File: config.mk
export PLATFORM = sky130hd
export DESIGN_NAME = xmodem_crc_receiver_top
export DESIGN_NICKNAME = d
export VERILOG_FILES = /design/src/rtl/core/xcr_pkg.sv /design/src/rtl/core/xcr_front.sv /design/src/rtl/core/xcr_engine.sv /design/src/rtl/core/xmodem_crc_receiver_top.sv
export SDC_FILE = /design/constraint.sdc
export NUM_CORES = 1
export LEC_CHECK = 0
export BUFFER_PORTS_ARGS = -buffer_cell sky130_fd_sc_hd__buf_4
export CAP_MARGIN = 20
export CORE_AREA = 2 2 171 173
export CTS_CLUSTER_SIZE = 20
export DETAILED_ROUTE_END_ITERATION = 7
export DIE_AREA = 0 0 173 175
export PLACE_DENSITY_LB_ADDON = 0.12
export SYNTH_ARGS = -nofsm -noshare
export SYNTH_HDL_FRONTEND = slang
export SYNTH_SLANG_ARGS = --single-unit
File: constraint.sdc
create_clock -name clock -period 6.4 [get_ports clock]
set_input_delay 0 -clock clock [delete_from_list [all_inputs] [get_ports clock]]
set_output_delay 0 -clock clock [all_outputs]
set_load 0.01 [all_outputs]
File: src/rtl/core/xcr_pkg.sv
// Package for the XMODEM-CRC receiver: payload structs, protocol codes,
// phase and status codes and the CRC byte step. No dependencies.
package xcr_pkg;

   localparam int LongBlockBytes  = 1024;
   localparam int ShortBlockBytes = 128;
   localparam int QueueDepth      = 2;

   localparam logic [7:0] B_SOH = 8'h01;
   localparam logic [7:0] B_STX = 8'h02;
   localparam logic [7:0] B_EOT = 8'h04;
   localparam logic [7:0] B_ACK = 8'h06;
   localparam logic [7:0] B_NAK = 8'h15;
   localparam logic [7:0] B_CAN = 8'h18;
   localparam logic [7:0] B_C   = 8'h43;

   localparam logic [1:0] OP_START = 2'd0;
   localparam logic [1:0] OP_BYTE  = 2'd1;
   localparam logic [1:0] OP_TICK  = 2'd2;
   localparam logic [1:0] OP_LCAN  = 2'd3;

   localparam logic [1:0] CSR_RETRY = 2'd0;
   localparam logic [1:0] CSR_HDR   = 2'd1;
   localparam logic [1:0] CSR_CHAR  = 2'd2;

   localparam logic [2:0] PH_IDLE = 3'd0;
   localparam logic [2:0] PH_HDR  = 3'd1;
   localparam logic [2:0] PH_BNO  = 3'd2;
   localparam logic [2:0] PH_BINV = 3'd3;
   localparam logic [2:0] PH_DATA = 3'd4;
   localparam logic [2:0] PH_CHI  = 3'd5;
   localparam logic [2:0] PH_CLO  = 3'd6;
   localparam logic [2:0] PH_DONE = 3'd7;

   localparam logic [2:0] ST_IDLE  = 3'd0;
   localparam logic [2:0] ST_RUN   = 3'd1;
   localparam logic [2:0] ST_OK    = 3'd2;
   localparam logic [2:0] ST_RCAN  = 3'd3;
   localparam logic [2:0] ST_TMO   = 3'd4;
   localparam logic [2:0] ST_ORDER = 3'd5;
   localparam logic [2:0] ST_LCAN  = 3'd6;

   localparam logic [1:0] VD_NONE    = 2'd0;
   localparam logic [1:0] VD_ACCEPT  = 2'd1;
   localparam logic [1:0] VD_DISCARD = 2'd2;

   typedef struct packed {
      logic [1:0] op;
      logic [7:0] rx_byte;
   } req_type;

   typedef struct packed {
      logic        tx_valid;
      logic [7:0]  tx_byte;
      logic        data_valid;
      logic [7:0]  data_byte;
      logic [1:0]  block_verdict;
      logic [2:0]  session_status;
      logic [31:0] bytes_received;
      logic        last;
   } rsp_type;

   // Configuration snapshot handed from the register block to the engine.
   typedef struct packed {
      logic [7:0]  retry_limit;
      logic [16:0] header_timeout_ticks;
      logic [16:0] char_timeout_ticks;
   } cfg_type;

   function automatic logic [15:0] crc_step(input logic [15:0] crc, input logic [7:0] b);
      logic [15:0] c;
      c = crc ^ {b, 8'h00};
      for (int i = 0; i < 8; i++) begin
         c = c[15] ? ({c[14:0], 1'b0} ^ 16'h1021) : {c[14:0], 1'b0};
      end
      return c;
   endfunction

endpackage

File: src/rtl/core/xcr_front.sv
// Front end of the XMODEM-CRC receiver: accepts request transfers and
// holds them in a short queue for the engine. Uses xcr_pkg.
module xcr_front #(
   parameter int Depth = xcr_pkg::QueueDepth
) (
   input  logic             clock,
   input  logic             reset,
   input  logic             req_valid,
   output logic             req_stall,
   input  xcr_pkg::req_type req_data,
   output logic             q_valid,
   input  logic             q_take,
   output xcr_pkg::req_type q_data
);
   localparam int AW = (Depth > 1) ? $clog2(Depth) : 1;

   xcr_pkg::req_type mem_ff [Depth];
   logic [AW-1:0] wr_ff, wr_in, rd_ff, rd_in;
   logic [AW:0]   cnt_ff, cnt_in;
   logic push, pop;

   assign req_stall = (cnt_ff == (AW+1)'(Depth));
   assign push      = req_valid && !req_stall;
   assign q_valid   = (cnt_ff != '0);
   assign pop       = q_valid && q_take;
   assign q_data    = mem_ff[rd_ff];

   always_comb begin
      wr_in  = push ? ((wr_ff == AW'(Depth-1)) ? '0 : wr_ff + 1'b1) : wr_ff;
      rd_in  = pop  ? ((rd_ff == AW'(Depth-1)) ? '0 : rd_ff + 1'b1) : rd_ff;
      cnt_in = cnt_ff + (AW+1)'(push) - (AW+1)'(pop);
   end

   always_ff @(posedge clock) begin
      if (reset) begin
         wr_ff  <= '0;
         rd_ff  <= '0;
         cnt_ff <= '0;
      end else begin
         wr_ff  <= wr_in;
         rd_ff  <= rd_in;
         cnt_ff <= cnt_in;
      end
      if (push) begin
         mem_ff[wr_ff] <= req_data;
      end
   end

   assert property (@(posedge clock) disable iff (reset) cnt_ff <= (AW+1)'(Depth))
      else $error("queue count overflow");
   assert property (@(posedge clock) disable iff (reset)
                    (cnt_ff == '0) |-> !pop)
      else $error("pop from empty queue");
   assert property (@(posedge clock) disable iff (reset)
                    push && !pop |=> cnt_ff == $past(cnt_ff) + 1'b1)
      else $error("queue count missed a push");
endmodule

File: src/rtl/core/xcr_engine.sv
// Protocol engine of the XMODEM-CRC receiver: phase machine, CRC, timers,
// and a two-entry result buffer toward the response port. Uses xcr_pkg.
module xcr_engine #(
   parameter int LongBytes  = xcr_pkg::LongBlockBytes,
   parameter int ShortBytes = xcr_pkg::ShortBlockBytes
) (
   input  logic             clock,
   input  logic             reset,
   input  xcr_pkg::cfg_type cfg,
   input  logic             q_valid,
   output logic             q_take,
   input  xcr_pkg::req_type q_data,
   output logic             rsp_valid,
   input  logic             rsp_stall,
   output xcr_pkg::rsp_type rsp_data
);
   localparam logic [9:0] LongLast  = 10'(LongBytes - 1);
   localparam logic [9:0] ShortLast = 10'(ShortBytes - 1);

   logic [2:0]  phase_ff, phase_in;
   logic        first_ff, first_in;
   logic [7:0]  retry_ff, retry_in;
   logic [7:0]  exp_ff, exp_in;
   logic [7:0]  bno_ff, bno_in;
   logic [7:0]  binv_ff, binv_in;
   logic        long_ff, long_in;
   logic [9:0]  idx_ff, idx_in;
   logic [15:0] crc_ff, crc_in;
   logic [7:0]  chi_ff, chi_in;
   logic [16:0] wait_ff, wait_in;
   logic [31:0] acc_ff, acc_in;
   logic [2:0]  st_ff, st_in;

   // Result buffer: slot 0 is shown, slot 1 holds the second result.
   xcr_pkg::rsp_type slot0_ff, slot0_in, slot1_ff, slot1_in;
   logic [1:0] cnt_ff, cnt_in;

   xcr_pkg::rsp_type r0, r1;
   logic       two;
   logic [1:0] sv;
   logic [7:0] b;
   logic [16:0] wt;
   logic [32:0] accsum;
   logic        popped;

   assign popped    = rsp_valid && !rsp_stall;
   assign rsp_valid = (cnt_ff != 2'd0);
   assign rsp_data  = slot0_ff;
   // Take an item when the buffer will be empty after this cycle.
   assign q_take    = (cnt_ff == 2'd0) || (cnt_ff == 2'd1 && popped);

   always_comb begin
      phase_in = phase_ff; first_in = first_ff; retry_in = retry_ff;
      exp_in = exp_ff; bno_in = bno_ff; binv_in = binv_ff; long_in = long_ff;
      idx_in = idx_ff; crc_in = crc_ff; chi_in = chi_ff; wait_in = wait_ff;
      acc_in = acc_ff; st_in = st_ff;
      r0 = '0; r1 = '0; two = 1'b0;
      b = q_data.rx_byte;
      wt = '0;
      accsum = {1'b0, acc_ff} + (long_ff ? 33'(LongBytes) : 33'(ShortBytes));
      sv = ((phase_ff == xcr_pkg::PH_DATA && idx_ff != '0) ||
            phase_ff == xcr_pkg::PH_CHI || phase_ff == xcr_pkg::PH_CLO)
           ? xcr_pkg::VD_DISCARD : xcr_pkg::VD_NONE;
      case (q_data.op)
         xcr_pkg::OP_START: begin
            phase_in = xcr_pkg::PH_HDR; first_in = 1'b0; retry_in = '0;
            exp_in = 8'd1; idx_in = '0; crc_in = '0; wait_in = '0; acc_in = '0;
            st_in = xcr_pkg::ST_RUN;
            r0.tx_valid = 1'b1; r0.tx_byte = xcr_pkg::B_C; r0.block_verdict = sv;
         end
         xcr_pkg::OP_BYTE: begin
            wait_in = '0;
            case (phase_ff)
               xcr_pkg::PH_HDR: begin
                  retry_in = '0;
                  if (b == xcr_pkg::B_EOT) begin
                     r0.tx_valid = 1'b1; r0.tx_byte = xcr_pkg::B_ACK;
                     st_in = xcr_pkg::ST_OK; phase_in = xcr_pkg::PH_DONE;
                  end else if (b == xcr_pkg::B_CAN) begin
                     st_in = xcr_pkg::ST_RCAN; phase_in = xcr_pkg::PH_DONE;
                  end else if (b == xcr_pkg::B_SOH || b == xcr_pkg::B_STX) begin
                     long_in = (b == xcr_pkg::B_STX); first_in = 1'b1;
                     phase_in = xcr_pkg::PH_BNO;
                  end else begin
                     r0.tx_valid = 1'b1; r0.tx_byte = xcr_pkg::B_NAK;
                     if (!first_ff) begin
                        two = 1'b1; r1.tx_valid = 1'b1; r1.tx_byte = xcr_pkg::B_C;
                     end
                  end
               end
               xcr_pkg::PH_BNO: begin
                  bno_in = b; phase_in = xcr_pkg::PH_BINV;
               end
               xcr_pkg::PH_BINV: begin
                  binv_in = b; idx_in = '0; crc_in = '0; phase_in = xcr_pkg::PH_DATA;
               end
               xcr_pkg::PH_DATA: begin
                  crc_in = xcr_pkg::crc_step(crc_ff, b);
                  r0.data_valid = 1'b1; r0.data_byte = b;
                  if (idx_ff == (long_ff ? LongLast : ShortLast)) begin
                     idx_in = '0; phase_in = xcr_pkg::PH_CHI;
                  end else begin
                     idx_in = idx_ff + 10'd1;
                  end
               end
               xcr_pkg::PH_CHI: begin
                  chi_in = b; phase_in = xcr_pkg::PH_CLO;
               end
               xcr_pkg::PH_CLO: begin
                  phase_in = xcr_pkg::PH_HDR;
                  r0.tx_valid = 1'b1;
                  if (8'(bno_ff + binv_ff) != 8'hFF || {chi_ff, b} != crc_ff) begin
                     r0.tx_byte = xcr_pkg::B_NAK; r0.block_verdict = xcr_pkg::VD_DISCARD;
                  end else if (bno_ff == exp_ff) begin
                     acc_in = accsum[32] ? 32'hFFFF_FFFF : accsum[31:0];
                     exp_in = exp_ff + 8'd1;
                     r0.tx_byte = xcr_pkg::B_ACK; r0.block_verdict = xcr_pkg::VD_ACCEPT;
                  end else if (bno_ff == 8'(exp_ff - 8'd1)) begin
                     r0.tx_byte = xcr_pkg::B_ACK; r0.block_verdict = xcr_pkg::VD_DISCARD;
                  end else begin
                     r0.tx_byte = xcr_pkg::B_CAN; r0.block_verdict = xcr_pkg::VD_DISCARD;
                     st_in = xcr_pkg::ST_ORDER; phase_in = xcr_pkg::PH_DONE;
                  end
               end
               default: begin
               end
            endcase
         end
         xcr_pkg::OP_TICK: begin
            if (phase_ff != xcr_pkg::PH_IDLE && phase_ff != xcr_pkg::PH_DONE) begin
               wt = (wait_ff == 17'h1FFFF) ? wait_ff : wait_ff + 17'd1;
               wait_in = wt;
               if (phase_ff == xcr_pkg::PH_HDR) begin
                  if (wt >= cfg.header_timeout_ticks) begin
                     retry_in = retry_ff + 8'd1; wait_in = '0;
                     r0.tx_valid = 1'b1;
                     if (retry_ff + 8'd1 >= cfg.retry_limit) begin
                        r0.tx_byte = xcr_pkg::B_CAN;
                        st_in = xcr_pkg::ST_TMO; phase_in = xcr_pkg::PH_DONE;
                     end else begin
                        r0.tx_byte = first_ff ? xcr_pkg::B_NAK : xcr_pkg::B_C;
                     end
                  end
               end else if (wt >= cfg.char_timeout_ticks) begin
                  r0.tx_valid = 1'b1; r0.tx_byte = xcr_pkg::B_NAK; r0.block_verdict = sv;
                  wait_in = '0; idx_in = '0; phase_in = xcr_pkg::PH_HDR;
               end
            end
         end
         default: begin
            if (phase_ff != xcr_pkg::PH_IDLE && phase_ff != xcr_pkg::PH_DONE) begin
               r0.tx_valid = 1'b1; r0.tx_byte = xcr_pkg::B_CAN; r0.block_verdict = sv;
               two = 1'b1; r1.tx_valid = 1'b1; r1.tx_byte = xcr_pkg::B_CAN;
               st_in = xcr_pkg::ST_LCAN; phase_in = xcr_pkg::PH_DONE;
            end
         end
      endcase
      r0.session_status = st_in; r0.bytes_received = acc_in; r0.last = !two;
      r1.session_status = st_in; r1.bytes_received = acc_in; r1.last = 1'b1;

      slot0_in = slot0_ff; slot1_in = slot1_ff; cnt_in = cnt_ff;
      if (popped) begin
         slot0_in = slot1_ff;
         cnt_in   = cnt_ff - 2'd1;
      end
      if (q_valid && q_take) begin
         slot0_in = r0; slot1_in = r1;
         cnt_in   = two ? 2'd2 : 2'd1;
      end
   end

   always_ff @(posedge clock) begin
      if (reset) begin
         phase_ff <= xcr_pkg::PH_IDLE; first_ff <= 1'b0; retry_ff <= '0;
         exp_ff <= 8'd1; bno_ff <= '0; binv_ff <= '0; long_ff <= 1'b0;
         idx_ff <= '0; crc_ff <= '0; chi_ff <= '0; wait_ff <= '0;
         acc_ff <= '0; st_ff <= xcr_pkg::ST_IDLE; cnt_ff <= '0;
      end else begin
         if (q_valid && q_take) begin
            phase_ff <= phase_in; first_ff <= first_in; retry_ff <= retry_in;
            exp_ff <= exp_in; bno_ff <= bno_in; binv_ff <= binv_in;
            long_ff <= long_in; idx_ff <= idx_in; crc_ff <= crc_in;
            chi_ff <= chi_in; wait_ff <= wait_in; acc_ff <= acc_in; st_ff <= st_in;
         end
         cnt_ff <= cnt_in;
      end
      slot0_ff <= slot0_in;
      slot1_ff <= slot1_in;
   end

   assert property (@(posedge clock) disable iff (reset) cnt_ff != 2'd3)
      else $error("result buffer count invalid");
   assert property (@(posedge clock) disable iff (reset)
                    rsp_valid && rsp_stall |=> rsp_valid)
      else $error("stalled result dropped");
   assert property (@(posedge clock) disable iff (reset)
                    (cnt_ff == 2'd2) |-> !slot0_ff.last)
      else $error("first of two results marked last");
   assert property (@(posedge clock) disable iff (reset)
                    (phase_ff == xcr_pkg::PH_DATA) |-> long_ff || idx_ff <= ShortLast)
      else $error("short block index past end");
endmodule

File: src/rtl/core/xmodem_crc_receiver_top.sv
// Top level of the XMODEM-CRC receiver: configuration registers, front
// queue and protocol engine. Uses xcr_pkg, xcr_front and xcr_engine.
//
//   Channel | Direction | Ports                          | Transfer when
//   req     | in        | req_valid, req_stall, req_data | valid && !stall
//   rsp     | out       | rsp_valid, rsp_stall, rsp_data | valid && !stall
//   csr     | in        | csr_write, csr_index, csr_data | write high
//
// One request item is taken per cycle while the result port does not stall; an
// item whose step yields two results (a NAK then 'C', or two CANs) holds the
// engine while the two-entry result buffer drains its first result, so each
// two-result item lowers the rate. Results are registered and appear in the
// cycle after the engine takes an item from the two-entry front queue. Reset
// is synchronous and leaves the session idle with the registers at their
// defaults. A stall on the result port holds the engine; the front queue keeps
// taking requests until it is full.
module xmodem_crc_receiver_top #(
   parameter int LongBlockBytes  = xcr_pkg::LongBlockBytes,
   parameter int ShortBlockBytes = xcr_pkg::ShortBlockBytes,
   parameter int QueueDepth      = xcr_pkg::QueueDepth
) (
   input  logic             clock,
   input  logic             reset,
   input  logic             req_valid,
   output logic             req_stall,
   input  xcr_pkg::req_type req_data,
   output logic             rsp_valid,
   input  logic             rsp_stall,
   output xcr_pkg::rsp_type rsp_data,
   input  logic             csr_write,
   input  logic [1:0]       csr_index,
   input  logic [16:0]      csr_data
);
   xcr_pkg::cfg_type cfg_ff, cfg_in;
   xcr_pkg::req_type q_data;
   logic q_valid, q_take;

   // Register writes; an index beyond the list is ignored.
   always_comb begin
      cfg_in = cfg_ff;
      if (csr_write) begin
         case (csr_index)
            xcr_pkg::CSR_RETRY: cfg_in.retry_limit          = csr_data[7:0];
            xcr_pkg::CSR_HDR:   cfg_in.header_timeout_ticks = csr_data;
            xcr_pkg::CSR_CHAR:  cfg_in.char_timeout_ticks   = csr_data;
            default: begin
            end
         endcase
      end
   end

   always_ff @(posedge clock) begin
      if (reset) begin
         cfg_ff.retry_limit          <= 8'd10;
         cfg_ff.header_timeout_ticks <= 17'd90000;
         cfg_ff.char_timeout_ticks   <= 17'd9000;
      end else begin
         cfg_ff <= cfg_in;
      end
   end

   xcr_front #(.Depth(QueueDepth)) u_front (
      .clock, .reset, .req_valid, .req_stall, .req_data,
      .q_valid, .q_take, .q_data
   );

   xcr_engine #(.LongBytes(LongBlockBytes), .ShortBytes(ShortBlockBytes)) u_engine (
      .clock, .reset, .cfg(cfg_ff), .q_valid, .q_take, .q_data,
      .rsp_valid, .rsp_stall, .rsp_data
   );
endmodule

# ---- Word level (Yosys, flattened, before mapping)
# Memory sizes are Yosys's and may differ from the RTL's. A register that Yosys moved wholly into a read port is not among the register bits.
# Index checks and enable logic that the tools add are counted.
dict set report op_classes {
  n_reduce_logical 42
  eq_ne 42
  muxes 120
  n_lt_le_gt_ge 3
  n_addsub 12
  n_bitwise 11
}
# cell n
set op_table {}
lappend op_table {{two-way mux 9 bit} 15}
lappend op_table {{two-way mux 32 bit} 4}
lappend op_table {{two-way mux 56 bit} 2}
lappend op_table {{two-way mux 13 bit} 8}
lappend op_table {{two-way mux 17 bit} 5}
lappend op_table {{two-way mux 8 bit} 9}
lappend op_table {{two-way mux 3 bit} 23}
lappend op_table {{case mux 16 bit (2 select lines)} 2}
lappend op_table {{case mux 32 bit (2 select lines)} 1}
lappend op_table {{two-way mux 10 bit} 5}
lappend op_table {{case mux 9 bit (2 select lines)} 2}
lappend op_table {{>= comparator 17 bit} 2}
lappend op_table {{case mux 17 bit (2 select lines)} 1}
lappend op_table {{adder 32 x 33 -> 33 bit} 1}
lappend op_table {{case mux 10 bit (3 select lines)} 1}
lappend op_table {{case mux 9 bit (3 select lines)} 1}
lappend op_table {{inverter 3 bit} 8}
lappend op_table {{case mux 8 bit (3 select lines)} 1}
lappend op_table {{AND reduction 6 bit} 4}
lappend op_table {{two-way mux 2 bit} 11}
lappend op_table {{case mux 10 bit (2 select lines)} 1}
lappend op_table {{case mux 3 bit (3 select lines)} 2}
lappend op_table {{case mux 3 bit (6 select lines)} 1}
lappend op_table {{adder 17 x 1 -> 17 bit (second input constant)} 1}
lappend op_table {{52 further kinds} 119}
dict set report totals {
  elab_cells 263
  mem_count 1
  ram_bits 20
  in_bits 34
  register_bits 271
}
# memory words width rd rd_ports_with_merged_regs write_ports line
set memory_table {}
lappend memory_table {u_front.mem_ff 2 10 1 1 1 xcr_front.sv:17} ;# xcr_pkg::req_type mem_ff [Depth];

# ---- Logic depth before layout (Yosys ltp)
dict set report logic_depth {
  ltp_word 19
  ltp_mapped 19
}

# ---- By module
# A second synthesis with hierarchy kept.
dict set report hier_totals {
  cells_unflattened 1630
  hier_area_um2 15220.8
}
# mod n_inst cells_each area_per_inst_um2
set by_module_without_submodules {}
lappend by_module_without_submodules {xcr_engine 1 1401 12519.5}
lappend by_module_without_submodules {xmodem_crc_receiver_top 1 171 1745.4}
lappend by_module_without_submodules {xcr_front 1 58 955.9}

# ---- Least setup slack after synthesis
# Ideal clock, no wire load.
dict set report synth_timing {
  path_kind {reg-to-reg}
  startpoint {register u_engine.cnt_ff[0]}
  endpoint {register u_engine.slot0_ff, in the netlist u_engine.rsp_data[0], enable pin}
  path_slack_ns 1.429
  stages_incl_launch_ff 4
  arrival_time_ns 4.431
  n_path_buf 0
  setup_time_ns 0.540
  path_cell_list {dfxtp_1 -> inv_1 -> ha_1 -> o21ai_0}
}
dict set report synth_between {
  elab_chain_len 6
}
# item line
set synth_lines {}
lappend synth_lines {{from (decl)} xcr_engine.sv:36} ;# logic [1:0] cnt_ff, cnt_in;
lappend synth_lines {{from (signal assigned)} xcr_engine.sv:185} ;# cnt_ff <= cnt_in;
lappend synth_lines {{nonzero test 2 bit} xcr_engine.sv:47} ;# assign rsp_valid = (cnt_ff != 2'd0);
lappend synth_lines {{logical AND 1 bit} xcr_engine.sv:46} ;# assign popped = rsp_valid && !rsp_stall;
lappend synth_lines {{logical AND 1 bit} xcr_engine.sv:50} ;# assign q_take = (cnt_ff == 2'd0) || (cnt_ff == 2'd1 && popped);
lappend synth_lines {{logical OR 1 bit} xcr_engine.sv:50}
lappend synth_lines {{logical AND 1 bit} xcr_engine.sv:166} ;# if (q_valid && q_take) begin
lappend synth_lines {{nonzero test 2 bit (no source line) (*)} n/a}
lappend synth_lines {{to (signal assigned)} xcr_engine.sv:187} ;# slot0_ff <= slot0_in;
lappend synth_lines {{to (decl)} xcr_engine.sv:35} ;# xcr_pkg::rsp_type slot0_ff, slot0_in, slot1_ff, slot1_in;
# Every way passes the cells marked *; elsewhere a longest branch is shown, timed or not.
# A chain may end at the register's enable or synchronous reset.

# ---- Worst setup path in the final report
dict set report layout_timing {
  startpoint {register u_engine.wait_ff[7]}
  endpoint {register u_engine.retry_ff[3]}
}
dict set report layout_between {
  elab_chain_len 5
}
# item line
set layout_lines {}
lappend layout_lines {{from (decl)} xcr_engine.sv:30} ;# logic [16:0] wait_ff, wait_in;
lappend layout_lines {{from (signal assigned)} xcr_engine.sv:183} ;# chi_ff <= chi_in; wait_ff <= wait_in; acc_ff <= acc_in; st_ff <= st_in;
lappend layout_lines {{adder 17 x 1 -> 17 bit or equality test 17 bit (tied branches)} xcr_engine.sv:131} ;# wt = (wait_ff == 17'h1FFFF) ? wait_ff : wait_ff + 17'd1;
lappend layout_lines {{two-way mux 17 bit (*)} xcr_engine.sv:131}
lappend layout_lines {{>= comparator 17 bit (*)} xcr_engine.sv:134} ;# if (wt >= cfg.header_timeout_ticks) begin
lappend layout_lines {{!= test 2 x 1 -> 1 bit (no source line) (*)} n/a}
lappend layout_lines {{AND reduction 6 bit (no source line) (*)} n/a}
lappend layout_lines {{to (signal assigned)} xcr_engine.sv:180} ;# phase_ff <= phase_in; first_ff <= first_in; retry_ff <= retry_in;
lappend layout_lines {{to (decl)} xcr_engine.sv:22} ;# logic [7:0] retry_ff, retry_in;
# Marks and branches as above.

==> out/qor.csv <==
stage,metric,value,unit
critical_path,R2R depth,15,
route,Antenna Violating Nets Remaining,0,
min_path,Hold Path Origin,csr_index[0],
synthesis,sequential element share of the synthesized area,45.7,%
synthesis,post-synth cell types,77,
critical_path,worst-path cell chain,"and3_1, and3_1, nand3_1, nand3_1, nor3_1, nand3_1, xnor2_1, ha_1, nand4_1, or4_1, o221ai_1, nand3_1, a21oi_1, o21ai_0, a32o_1",
timing,Final Cycle Share,79.3,%
synthesis,Post-Syn Area,14900,um2
synthesis,main area contributors after synthesis,"dfxtp_1, edfxtp_1, ha_1",
clocking,post-cts resize count,0,
finish,diode count,0,
synthesis,Synth Instances,1643,
clocking,CTS buffer count,30,
placed_design,"Cell Area, Placed",15900,um2
route,Via Count,12600,
power,maximum VDD drop,0.308,mV
min_path,Hold Path Cell Cnt,4,
critical_path,most frequent cell on the critical path,nand3_1,
critical_path,worst path bufs/invs,0,
critical_path,reg2reg start,u_engine.wait_ff[7],
outcome,outcome,finished clean,
min_path,Worst Hold Class,in -> reg,
critical_path,Worst Setup Start Kind,register,
finish,Util after Layout,61.0,%
power,Pwr Density,380,nW/um2
route,drt pass-1 iters,8,
critical_path,CP Capture Type,register,
critical_path,"delay-heaviest family, CP",simple AND/OR/NAND/NOR gates,
timing,worst-margin pin slew,1.00,ns
clocking,hold_buf cts,32,
finish,design area,17300,um2
placed_design,GPL Wtd Cong,0.931,
global_route,GRT Util Overall,26.0,%
timing,Final Max Tran Viols,0,
clocking,CTS tree,yes,
global_route,initial antenna violation count,0,
finish,Area Overhead vs Synth,16.1,%
die,Die W,173,um
timing,Final Hold Fails,0,
clocking,# Post-CTS Setup Buffers,0,
route,vias per cell,5.91,
global_route,first-pass GRT wire length,64000,um
timing,Max Clock Freq,0.197,GHz
critical_path,critical path class,reg -> reg,
clocking,clock root buffer,clkbuf_16,
critical_path,Stages on worst setup path,15,
finish,share of layout cells above drive strength 1,10.8,%
critical_path,Worst Path Required,6.85,ns
timing,Slew headroom,32.4,%
die,Die Area,30300,um2
timing,skew final,0.0245,ns
synthesis,Most used DFF post-synth,dfxtp_1,
critical_path,worst-path fanout max,9,
route,WL/cell,18.5,um
synthesis,syn avg cell area,9.07,um2
finish,Fillers,2527,
clocking,H-tree levels,1,
timing,Fin Setup TNS,0,ns
finish,final net count,1829,
placed_design,Post-DP HPWL,27200,um
synthesis,yosys warns,0,
global_route,vias in the first global route,11900,
flow_run,maxcap violations,0,
clocking,Clock Path Buffers,3,
critical_path,arrival time at the worst endpoint,5.53,ns
timing,final setup margin,1.32,ns
critical_path,"slowest stage delay, CP",0.70,ns
route,initial drt markers,964,
synthesis,"EDFF count, synth",112,
route,DRC viols,0,
finish,"most common cell after layout, fill and taps aside",nor2_1,
synthesis,dominant cell type by area after synthesis,dfxtp_1,
placed_design,Setup Slack @ Placement,1.45,ns
synthesis,Async SR Flop Fraction,0,%
timing,Final setup viols,0,
clocking,worst skew pair latency,0.57,ns
route,routed wire length,39600,um
die,top-level I/O count,92,
placed_design,IO Port Bufs,89,
power,static leakage,6.46,nW
critical_path,Setup crit start,u_engine.wait_ff[7],
global_route,"Remaining Overflow, GRT",0,
timing,Final min period,5.08,ns
clocking,clock sink count,284,
global_route,largest net degree at the start of global routing,81,
die,core area,28400,um2
clocking,Clock transition at path regs,0.07,ns
synthesis,synthesis-stage register bit count,284,
die,initial core utilization,52.5,%
timing,unrepaired setup endpoints after global routing,false,
die,die span in y,175,um
synthesis,Synth top area share,23.1,%
finish,"commonest cells after routing, fill and taps aside","nor2_1, nand2_1, dfxtp_1, buf_4, edfxtp_1",
die,Rows,62,
critical_path,CP max-delay cell,a21oi_1,
[report_power, final]
group | total [mW] | internal [mW] | switching (mW)
registers | 2.56 | 2.41 | 0.159
logic | 2.11 | 0.727 | 1.39
clock network | 1.90 | 1.18 | 0.726
total | 6.58 | 4.31 | 2.27
[synthesized netlist by cell type, types with 9 or more instances]
master / instances
xnor2_1: 57
a211oi_1: 43
nand3_1: 51
nand2b_1: 11
mux2i_1: 9
nor3_1: 46
inv_1: 68
nand4_1: 22
dfxtp_1: 172
edfxtp_1: 112
xor2_1: 35
and2_1: 22
a21oi_1: 103
a22oi_1: 23
nand2_1: 179
ha_1: 62
nor4_1: 14
nor2_1: 189
a31oi_1: 37
and3_1: 25
clkbuf_1: 72
o211ai_1: 26
o31ai_1: 11
o21ai_0: 70
nor2b_1: 9
[flip-flops by register name (all words and copies together), names as in the netlist, 10 cells and up, named ones only]
| register | flops |
|---|---|
| u_engine.rsp_data | 54 |
| cfg_ff | 42 |
| u_engine.slot1_ff | 38 |
| u_engine.acc_ff | 32 |
| u_front.mem_ff | 20 |
| u_engine.wait_ff | 17 |
| u_engine.crc_ff | 16 |
| u_engine.idx_ff | 10 |
[cells by family (layout without fill, tap and decap cells)]
family | count (synthesis) | in the layout | share of synthesized area (%)
XOR/XNOR | 92 | 92 | 5.40
buffers and inverters | 156 | 268 | 4.13
AND/OR/NAND/NOR | 630 | 630 | 20.3
AO/OA/AOI/OAI | 396 | 396 | 17.1
multiplexers | 21 | 21 | 2.00
flip-flops | 284 | 284 | 45.7
adder cells (fa/ha/maj) | 63 | 63 | 5.34
other | 1 | 2 | 0.0252
[worst paths after layout]
check / slack [ns] / endpoint
min reg2reg: 0.46 / cfg_ff[1]
min: 0.09 / cfg_ff[23]
max: 1.32 / u_engine.retry_ff[3]
max reg2reg: 1.32 / u_engine.retry_ff[3]
[per-layer routing]
| metal | part of all wire, % | routed length, um | track usage [%] | up-vias |
|---|---|---|---|---|
| met5 | 0 | 0 | 0 | - |
| met4 | 2.7 | 1060 | 8.62 | 0 |
| met3 | 7.1 | 2800 | 3.46 | 71 |
| met2 | 46 | 18200 | 42.4 | 444 |
| met1 | 44 | 17600 | 35.9 | 5996 |
| li1 | - | - | - | 6132 |
[final cells by class]
class                      instances  area (um2)  area share [%]
clock buffer                      39         816            4.71
sequential                       284        6810            39.3
multi-input combinational       1204        7520            43.5
tap                              384         480            2.78
timing repair buffer             144        1160            6.71
clock inverter                    17         264            1.53
inverter                          68         255            1.47
[per-stage QoR]
stage	hold WS (ns)	std cells	total power, mW
finish	0.0919	2140	6.58
global route	0.131	2140	6.91
CTS	0.0897	2140	6.61
detailed placement	0.190	2052	4.69
global placement	0.186	2052	4.65
floorplan	0.0989	1644	3.89
[worst reg2reg max path: stages (launching register included)]
cell,delay (ns)
dfxtp_1,0.37
and3_1,0.22
and3_1,0.24
nand3_1,0.30
nand3_1,0.20
nor3_1,0.38
nand3_1,0.17
xnor2_1,0.35
ha_1,0.19
nand4_1,0.13
or4_1,0.54
o221ai_1,0.53
nand3_1,0.14
a21oi_1,0.70
o21ai_0,0.20
a32o_1,0.30
Power figures use the tool's default switching activity.
